### src/hdl/svalloc_pkg.sv
// types, constants and codes shared by the voice allocator modules
`default_nettype none
package svalloc_pkg;

   localparam int VOICES    = 16;
   localparam int SOUND_IDS = 256;
   localparam int VIDX_W    = (VOICES > 1) ? $clog2(VOICES) : 1;
   localparam int MASK_N    = (VOICES < 16) ? VOICES : 16;

   typedef enum logic [2:0] {
      OP_PLAY        = 3'd0,
      OP_STOP_HANDLE = 3'd1,
      OP_STOP_ID     = 3'd2,
      OP_STOP_ALL    = 3'd3,
      OP_ADVANCE     = 3'd4
   } opcode_type;

   typedef enum logic [1:0] {
      ST_IDLE,
      ST_SCAN,
      ST_COMMIT,
      ST_RESP
   } state_type;

   typedef struct packed {
      logic [2:0]  opcode;
      logic [7:0]  sound_id;
      logic [31:0] sound_length;
      logic [31:0] voice_handle;
      logic [31:0] advance_bytes;
   } req_type;

   typedef struct packed {
      logic [31:0] new_handle;
      logic        stop_hit;
      logic [15:0] active_mask;
   } rsp_type;

endpackage
`default_nettype wire

### src/hdl/sound_voice_allocator_top.sv
// voice allocator: voice table, scan sequencer and response register
//
// A request (req) is taken at a rising edge where start is high and busy is
// low. Opcodes: play, stop by handle, stop by sound id, stop all, advance.
// The sequencer visits one voice per cycle through a single shared
// saturating add/compare unit; every scanning request walks all VOICES
// voices in the scan state, then goes through the commit state (play
// only) and then the response state. Unknown opcodes and plays with an
// out-of-range sound id skip the scan and answer in the cycle right after
// acceptance.
// The response (rsp) is shown for exactly one cycle with rsp_valid high;
// a new request can be taken in that same cycle, since busy is low there.
// The receiver cannot stall, so nothing is held back.
// Reset (synchronous, active high) clears all voices, all stored handles,
// sounds, positions and lengths, and the handle counter; no clearing pass
// is needed.
`default_nettype none
module sound_voice_allocator_top (
   input  wire logic                 clock,
   input  wire logic                 reset,
   input  wire logic                 start,
   output logic                      busy,
   input  wire svalloc_pkg::req_type req,
   output logic                      rsp_valid,
   output svalloc_pkg::rsp_type      rsp
);

   svalloc_pkg::state_type state_ff, state_in;
   svalloc_pkg::req_type   req_ff;

   logic [svalloc_pkg::VIDX_W-1:0] idx_ff, idx_in;
   logic [svalloc_pkg::VIDX_W-1:0] pick_ff, pick_in;
   logic [31:0]                    best_ff, best_in;
   logic                           have_ff, have_in;
   logic                           free_ff, free_in;
   logic                           done_ff, done_in;
   logic                           was_ff, was_in;
   logic [31:0]                    handle_ff, handle_in;
   logic [31:0]                    counter_ff, counter_in;
   logic [svalloc_pkg::VOICES-1:0] active_ff, active_in;

   logic [31:0] vhandle_ff [svalloc_pkg::VOICES];
   logic [7:0]  vsound_ff  [svalloc_pkg::VOICES];
   logic [31:0] vpos_ff    [svalloc_pkg::VOICES];
   logic [31:0] vlen_ff    [svalloc_pkg::VOICES];

   logic        accept;
   logic        last;
   logic        sid_ok;
   logic        commit_we;
   logic        pos_we;
   logic [31:0] ua, ub, uc, usum;
   logic        ult, ueq;

   svalloc_unit u_unit (
      .a   (ua),
      .b   (ub),
      .c   (uc),
      .sum (usum),
      .lt  (ult),
      .eq  (ueq)
   );

   assign busy   = (state_ff == svalloc_pkg::ST_SCAN) || (state_ff == svalloc_pkg::ST_COMMIT);
   assign accept = start && !busy;
   assign last   = idx_ff == svalloc_pkg::VIDX_W'(svalloc_pkg::VOICES - 1);
   assign sid_ok = 32'(req.sound_id) < 32'(svalloc_pkg::SOUND_IDS);

   // shared unit operand selection
   always_comb begin
      ua = 32'd0;
      ub = 32'd0;
      uc = 32'd0;
      case (req_ff.opcode)
         svalloc_pkg::OP_PLAY: begin
            ua = vhandle_ff[idx_ff];
            uc = best_ff;
         end
         svalloc_pkg::OP_STOP_HANDLE: begin
            ua = vhandle_ff[idx_ff];
            uc = req_ff.voice_handle;
         end
         svalloc_pkg::OP_ADVANCE: begin
            ua = vpos_ff[idx_ff];
            ub = req_ff.advance_bytes;
            uc = vlen_ff[idx_ff];
         end
         default: begin
            ua = 32'd0;
         end
      endcase
   end

   always_comb begin
      state_in   = state_ff;
      idx_in     = idx_ff;
      pick_in    = pick_ff;
      best_in    = best_ff;
      have_in    = have_ff;
      free_in    = free_ff;
      done_in    = done_ff;
      was_in     = was_ff;
      handle_in  = handle_ff;
      counter_in = counter_ff;
      active_in  = active_ff;
      commit_we  = 1'b0;
      pos_we     = 1'b0;
      rsp_valid  = 1'b0;

      case (state_ff)
         svalloc_pkg::ST_IDLE, svalloc_pkg::ST_RESP: begin
            rsp_valid = state_ff == svalloc_pkg::ST_RESP;
            state_in  = svalloc_pkg::ST_IDLE;
            if (accept) begin
               idx_in    = '0;
               pick_in   = '0;
               best_in   = 32'd0;
               have_in   = 1'b0;
               free_in   = 1'b0;
               done_in   = 1'b0;
               was_in    = 1'b0;
               handle_in = 32'd0;
               if ((req.opcode > 3'(svalloc_pkg::OP_ADVANCE)) ||
                   ((req.opcode == 3'(svalloc_pkg::OP_PLAY)) && !sid_ok)) begin
                  state_in = svalloc_pkg::ST_RESP;
               end else begin
                  state_in = svalloc_pkg::ST_SCAN;
               end
            end
         end
         svalloc_pkg::ST_SCAN: begin
            case (req_ff.opcode)
               svalloc_pkg::OP_PLAY: begin
                  if (!free_ff) begin
                     if (!active_ff[idx_ff]) begin
                        pick_in = idx_ff;
                        free_in = 1'b1;
                     end else if (!have_ff || ult) begin
                        pick_in = idx_ff;
                        best_in = vhandle_ff[idx_ff];
                        have_in = 1'b1;
                     end
                  end
               end
               svalloc_pkg::OP_STOP_HANDLE: begin
                  if (!done_ff && ueq) begin
                     was_in            = active_ff[idx_ff];
                     active_in[idx_ff] = 1'b0;
                     done_in           = 1'b1;
                  end
               end
               svalloc_pkg::OP_STOP_ID: begin
                  if (vsound_ff[idx_ff] == req_ff.sound_id) begin
                     was_in            = was_ff | active_ff[idx_ff];
                     active_in[idx_ff] = 1'b0;
                  end
               end
               svalloc_pkg::OP_STOP_ALL: begin
                  active_in[idx_ff] = 1'b0;
               end
               svalloc_pkg::OP_ADVANCE: begin
                  if (active_ff[idx_ff]) begin
                     pos_we = 1'b1;
                     if (!ult) begin
                        active_in[idx_ff] = 1'b0;
                     end
                  end
               end
               default: begin
                  pos_we = 1'b0;
               end
            endcase
            idx_in = idx_ff + 1'b1;
            if (last) begin
               idx_in   = '0;
               state_in = (req_ff.opcode == 3'(svalloc_pkg::OP_PLAY)) ?
                          svalloc_pkg::ST_COMMIT : svalloc_pkg::ST_RESP;
            end
         end
         svalloc_pkg::ST_COMMIT: begin
            commit_we          = 1'b1;
            active_in[pick_ff] = 1'b1;
            handle_in          = counter_ff;
            counter_in         = counter_ff + 32'd1;
            state_in           = svalloc_pkg::ST_RESP;
         end
         default: begin
            state_in = svalloc_pkg::ST_IDLE;
         end
      endcase
   end

   always_ff @(posedge clock) begin
      if (reset) begin
         state_ff   <= svalloc_pkg::ST_IDLE;
         active_ff  <= '0;
         counter_ff <= 32'd0;
      end else begin
         state_ff   <= state_in;
         active_ff  <= active_in;
         counter_ff <= counter_in;
      end
   end

   always_ff @(posedge clock) begin
      if (accept) begin
         req_ff <= req;
      end
      idx_ff    <= idx_in;
      pick_ff   <= pick_in;
      best_ff   <= best_in;
      have_ff   <= have_in;
      free_ff   <= free_in;
      done_ff   <= done_in;
      was_ff    <= was_in;
      handle_ff <= handle_in;
   end

   // voice table
   always_ff @(posedge clock) begin
      if (reset) begin
         for (int v = 0; v < svalloc_pkg::VOICES; v++) begin
            vhandle_ff[v] <= 32'd0;
            vsound_ff[v]  <= 8'd0;
            vpos_ff[v]    <= 32'd0;
            vlen_ff[v]    <= 32'd0;
         end
      end else begin
         if (commit_we) begin
            vhandle_ff[pick_ff] <= counter_ff;
            vsound_ff[pick_ff]  <= req_ff.sound_id;
            vpos_ff[pick_ff]    <= 32'd0;
            vlen_ff[pick_ff]    <= req_ff.sound_length;
         end
         if (pos_we) begin
            vpos_ff[idx_ff] <= usum;
         end
      end
   end

   always_comb begin
      rsp.new_handle  = handle_ff;
      rsp.stop_hit    = was_ff;
      rsp.active_mask = 16'(active_ff[svalloc_pkg::MASK_N-1:0]);
   end

endmodule
`default_nettype wire

### src/hdl/svalloc_unit.sv
// shared saturating adder with compare against a third operand
`default_nettype none
module svalloc_unit (
   input  wire logic [31:0] a,
   input  wire logic [31:0] b,
   input  wire logic [31:0] c,
   output logic      [31:0] sum,
   output logic             lt,
   output logic             eq
);

   logic [32:0] sum_wide;

   always_comb begin
      sum_wide = {1'b0, a} + {1'b0, b};
      sum      = sum_wide[32] ? 32'hFFFF_FFFF : sum_wide[31:0];
      lt       = sum < c;
      eq       = sum == c;
   end

endmodule
`default_nettype wire

### config.mk
export PLATFORM = sky130hd
export DESIGN_NAME = sound_voice_allocator_top
export DESIGN_NICKNAME = d
export VERILOG_FILES = /design/src/hdl/svalloc_pkg.sv /design/src/hdl/sound_voice_allocator_top.sv /design/src/hdl/svalloc_unit.sv
export SDC_FILE = /design/constraint.sdc
export NUM_CORES = 2
export LEC_CHECK = 0
export ABC_AREA = 1
export BUFFER_PORTS_ARGS = -buffer_cell sky130_fd_sc_hd__buf_2
export CORE_MARGIN = 5
export CORE_UTILIZATION = 35
export DETAILED_ROUTE_END_ITERATION = 6
export SYNTH_ARGS = -nofsm -noshare
export SYNTH_HDL_FRONTEND = slang
export SYNTH_SLANG_ARGS = --single-unit
### constraint.sdc
create_clock -name clock -period 11 [get_ports clock]
set_input_delay 0.55 -clock clock [delete_from_list [all_inputs] [get_ports clock]]
set_output_delay 0.55 -clock clock [all_outputs]
set_load 0.02 [all_outputs]
==> impl_metrics.prom <==
# TYPE chip_impl_metric gauge
chip_impl_metric{name="r2r.worst_path.cells",unit=""} 27
chip_impl_metric{name="final.fill_count",unit=""} 23521
chip_impl_metric{name="swShare",unit="%"} 39.04
chip_impl_metric{name="drcViolationCount",unit=""} 0
chip_impl_metric{name="fin_cells",unit=""} 11596
chip_impl_metric{name="switching_power_of_the_nets",unit="mW"} 9.022
chip_impl_info{name="maxUsedRoutingLayer",value="met5"} 1
chip_impl_info{name="cells_taking_the_most_area_after_synthesis",value="sky130_fd_sc_hd__edfxtp_1 (65%), sky130_fd_sc_hd__nor2_1 (12%), sky130_fd_sc_hd__o21ai_0 (5.6%), sky130_fd_sc_hd__nand2_1 (2.5%), sky130_fd_sc_hd__clkbuf_1 (2.5%)"} 1
chip_impl_metric{name="pre_cts_slack",unit="ns"} 2.816
chip_impl_metric{name="power.share.clock",unit="%"} 28.0
chip_impl_metric{name="syn-cell-area",unit="mm²"} 0.08547
chip_impl_metric{name="grt_start_max_net_pins",unit=""} 185
chip_impl_metric{name="avg_synthesized_cell_area",unit="µm²"} 10.28
chip_impl_metric{name="cts_resized",unit=""} 0
chip_impl_metric{name="synth_enable_flop_cells",unit=""} 1847
chip_impl_metric{name="required",unit="ns"} 11.56
chip_impl_metric{name="initial_core_utilization",unit="%"} 35.14
chip_impl_metric{name="path_clk_slew",unit="ns"} 0.06
chip_impl_metric{name="drt-met1-wl",unit="mm"} 117.7
chip_impl_metric{name="cts-buffers-inserted",unit=""} 198
chip_impl_info{name="result_of_the_run",value="complete, no violations"} 1
chip_impl_metric{name="grt_overflow_total",unit=""} 0
chip_impl_info{name="count_leader_synth",value="sky130_fd_sc_hd__nor2_1"} 1
chip_impl_metric{name="totalWireLength",unit="mm"} 300.0
chip_impl_info{name="clock_tree.root_cell",value="sky130_fd_sc_hd__clkbuf_16"} 1
chip_impl_metric{name="asyncSetResetFlopFracSynth",unit="%"} 0
chip_impl_info{name="ys_flop_type",value="sky130_fd_sc_hd__edfxtp_1"} 1
chip_impl_metric{name="grt_pass1_vias",unit=""} 63246
chip_impl_metric{name="synth_warnings",unit=""} 0
chip_impl_metric{name="cellLeakagePower",unit="nW"} 34.43
chip_impl_info{name="startpoint_type",value="register"} 1
chip_impl_info{name="critPathCaptureType",value="register"} 1
chip_impl_metric{name="ctsHoldBuffers",unit=""} 107
chip_impl_metric{name="flow.area_growth_from_synthesis",unit="%"} 12.74
chip_impl_metric{name="grt_pass1_wl",unit="mm"} 432.9
chip_impl_metric{name="postPlaceCellArea",unit="mm²"} 0.08911
chip_impl_metric{name="critical_path_peak_fanout",unit=""} 176
chip_impl_metric{name="post_drt_via_cell_ratio",unit=""} 5.652
chip_impl_metric{name="globalRouteTotalUtil",unit="%"} 22.70
chip_impl_metric{name="clock_insertion_delay_worst_skew",unit="ns"} 0.87
chip_impl_info{name="worst_hold_path_type",value="primary input to register"} 1
chip_impl_metric{name="seqPwrFrac",unit="%"} 38.9
chip_impl_metric{name="final.period_utilization",unit="%"} 76.15
chip_impl_metric{name="die_w",unit="µm"} 504.2
chip_impl_metric{name="htree_levels",unit=""} 4
chip_impl_metric{name="period_needed",unit="ns"} 8.376
chip_impl_metric{name="final_core_utilization",unit="%"} 39.62
chip_impl_metric{name="place.gp.congestion",unit=""} 0.9479
chip_impl_metric{name="nets",unit=""} 8406
chip_impl_metric{name="antenna_found_initial",unit=""} 19
chip_impl_metric{name="setup_viol_count_final",unit=""} 0
chip_impl_metric{name="setup-tns-final",unit="ns"} 0
chip_impl_metric{name="timing.hold.worst_path_depth",unit=""} 3
chip_impl_metric{name="fin_worst_skew",unit="ns"} 0.06382
chip_impl_metric{name="post_route_cells_drive_above_1_share",unit="%"} 7.941
chip_impl_metric{name="number_of_drc_markers_after_the_initial_detailed_route_iteration",unit=""} 8635
chip_impl_metric{name="yosys.cell_types.count",unit=""} 50
chip_impl_metric{name="final_area",unit="mm²"} 0.09636
chip_impl_metric{name="detailedPlacementHpwl",unit="mm"} 163.6
chip_impl_metric{name="cell_internal_pwr",unit="mW"} 14.09
chip_impl_info{name="worstSetupPathType",value="register to register"} 1
chip_impl_metric{name="floorplan.die_area",unit="mm²"} 0.2542
chip_impl_info{name="tritoncts_clock_tree",value="built"} 1
chip_impl_metric{name="io_buffer_count",unit=""} 160
chip_impl_info{name="synth.largest_area_cell",value="sky130_fd_sc_hd__edfxtp_1"} 1
chip_impl_metric{name="wl_met3",unit="mm"} 28.12
chip_impl_metric{name="fmaxAchievable",unit="MHz"} 119.4
chip_impl_metric{name="dieHeight",unit="µm"} 504.2
chip_impl_metric{name="worst_slew_pin_slew",unit="ns"} 1.292
chip_impl_metric{name="drt.antenna.violating_nets",unit=""} 0
chip_impl_metric{name="hold_viol_final",unit=""} 0
chip_impl_metric{name="rows",unit=""} 181
chip_impl_metric{name="tritoncts_num_sinks",unit=""} 1901
chip_impl_metric{name="drv_cap",unit=""} 0
chip_impl_metric{name="slew_violations",unit=""} 0
chip_impl_metric{name="synth_sequential_area_ratio",unit="%"} 66.16
chip_impl_metric{name="dpl.cell_count",unit=""} 11118
chip_impl_metric{name="wl_per_instance",unit="µm"} 25.87
chip_impl_metric{name="cp_data_arrival_time",unit="ns"} 8.93
chip_impl_metric{name="cts_setup_buffers",unit=""} 0
chip_impl_metric{name="core_area",unit="mm²"} 0.2432
chip_impl_metric{name="fin_total_pwr",unit="mW"} 23.11
chip_impl_metric{name="power-per-cell-area",unit="mW/mm²"} 239.8
chip_impl_metric{name="power.share.combinational",unit="%"} 33.1
chip_impl_metric{name="setup.reg_to_reg.worst_slack",unit="ns"} 2.62
chip_impl_metric{name="ys_ff_latch",unit=""} 1901
chip_impl_metric{name="post-synth-top-area-fraction",unit="%"} 64.89
chip_impl_metric{name="sum_of_met2_wire_segment_lengths_after_detailed_routing",unit="mm"} 139.5
chip_impl_metric{name="cts.path.max_buffers",unit=""} 3
chip_impl_metric{name="vdd_drop_max",unit="mV"} 0.3806
chip_impl_metric{name="ioPinCount",unit=""} 161
chip_impl_metric{name="via_count",unit=""} 65537
chip_impl_metric{name="slew-limit-headroom",unit="%"} 13.84
chip_impl_info{name="ys_top_cells_by_count",value="sky130_fd_sc_hd__nor2_1 (2,739), sky130_fd_sc_hd__edfxtp_1 (1,847), sky130_fd_sc_hd__o21ai_0 (951), sky130_fd_sc_hd__nand2_1 (580), sky130_fd_sc_hd__clkbuf_1 (568)"} 1
chip_impl_metric{name="instance_count_of_the_mapped_netlist",unit=""} 8311
chip_impl_metric{name="detail_route.first_pass.iterations",unit=""} 6
chip_impl_info{name="unrepaired_setup_endpoints_after_global_routing",value="no"} 1
chip_impl_metric{name="syn_nets",unit=""} 8494
chip_impl_metric{name="pnr_worst_setup_slack",unit="ns"} 2.624
chip_impl_metric{name="timing.hold.ws",unit="ns"} 0.06569
-- cell families after synthesis --
family                     Yosys count  synth area share [%]
xor gates and xnor gates            12                0.1230
DFF                               1901                 66.16
adders and majority gates           73                 1.077
buffers and inverters             1052                 4.747
and+or+nand+nor                   3631                 16.62
AOI/OAI and AO/OA                 1642                 11.28
-- worst max-delay path: stages, from the launching register on --
cell and delay [ns]:
sky130_fd_sc_hd__dfxtp_4 0.40, sky130_fd_sc_hd__inv_8 0.44, sky130_fd_sc_hd__buf_12 0.53, sky130_fd_sc_hd__o21ai_0 0.20, sky130_fd_sc_hd__o221ai_1 0.23, sky130_fd_sc_hd__o211ai_1 0.14
sky130_fd_sc_hd__nand2_1 0.27, sky130_fd_sc_hd__inv_1 0.10, sky130_fd_sc_hd__o21ai_0 0.32, sky130_fd_sc_hd__ha_1 0.35, sky130_fd_sc_hd__nand2_1 0.10, sky130_fd_sc_hd__nand2_1 0.08
sky130_fd_sc_hd__a21boi_0 0.25, sky130_fd_sc_hd__a21boi_1 0.35, sky130_fd_sc_hd__o21ai_2 0.13, sky130_fd_sc_hd__nand2_1 0.10, sky130_fd_sc_hd__nand2_2 0.12, sky130_fd_sc_hd__inv_2 0.47
sky130_fd_sc_hd__o21ai_0 0.28, sky130_fd_sc_hd__ha_1 0.39, sky130_fd_sc_hd__nand4_1 0.12, sky130_fd_sc_hd__nor3_1 0.43, sky130_fd_sc_hd__nand3_1 0.30, sky130_fd_sc_hd__nor2_1 0.17
sky130_fd_sc_hd__nor2_1 0.08, sky130_fd_sc_hd__nand2_1 0.35, sky130_fd_sc_hd__a21boi_1 0.66, sky130_fd_sc_hd__nor3b_1 0.29
-- layout by cell type, fill, tap and decap left out, drive strengths merged, types with 28 or more instances in the layout --
| master | n |
|---|---|
| edfxtp | 1847 |
| dlygate4sd3 | 107 |
| ha | 72 |
| o221ai | 180 |
| a21oi | 110 |
| clkinv | 125 |
| buf | 274 |
| nand3 | 208 |
| nor3 | 36 |
| inv | 358 |
| nand2 | 599 |
| clkbuf | 255 |
| o211ai | 85 |
| dfxtp | 54 |
| nand4 | 28 |
| o21ai | 964 |
| o22ai | 231 |
| nor2 | 2743 |
-- power by group through the flow --
stage / Combinational [mW] / Clock (mW) / Sequential, mW
finish: 7.65 / 6.47 / 8.99
CTS: 7.55 / 6.53 / 8.99
floorplan: 4.57 / 0 / 9.04
global placement: 7.42 / 0 / 9.12
detailed placement: 7.49 / 0 / 9.13
global route: 8.21 / 6.83 / 9.04
-- metal layers --
| metal | vias up | track usage [%] |
|---|---|---|
| met1 | 32447 | 30.07 |
| li1 | 28682 | - |
| met2 | 3738 | 36.58 |
| met4 | 12 | 10.47 |
| met3 | 658 | 3.766 |
| met5 | - | 0 |
-- worst paths after layout --
check | start | to
max | register | was_ff
min | start | state_ff[1]
min reg2reg | counter_ff[11] | counter_ff[11]
max reg2reg | register | was_ff
-- state kept, by name, summed over array words and instances, names as in the netlist, 16 cells and up, named ones only --
| register | flops |
|---|---|
| active_ff | 16 |
| best_ff | 32 |
| counter_ff | 32 |
| handle_ff | 32 |
| req_ff | 107 |
| vhandle_ff | 512 |
| vlen_ff | 512 |
| vpos_ff | 512 |
| vsound_ff | 128 |
-- area by class of cell --
cell class,instances,area [µm²],share of cell area [%]
clock buffers,255,5199,5.395
clock inverters,109,963.4,0.9998
multi-input cells,5358,25280,26.24
inverters,383,1468,1.523
well taps,3202,4006,4.158
diodes,7,17.52,0.01818
repair buffers,381,2865,2.973
flip-flops and latches,1901,56560,58.70
No activity file was read; power rests on OpenSTA's default activity.
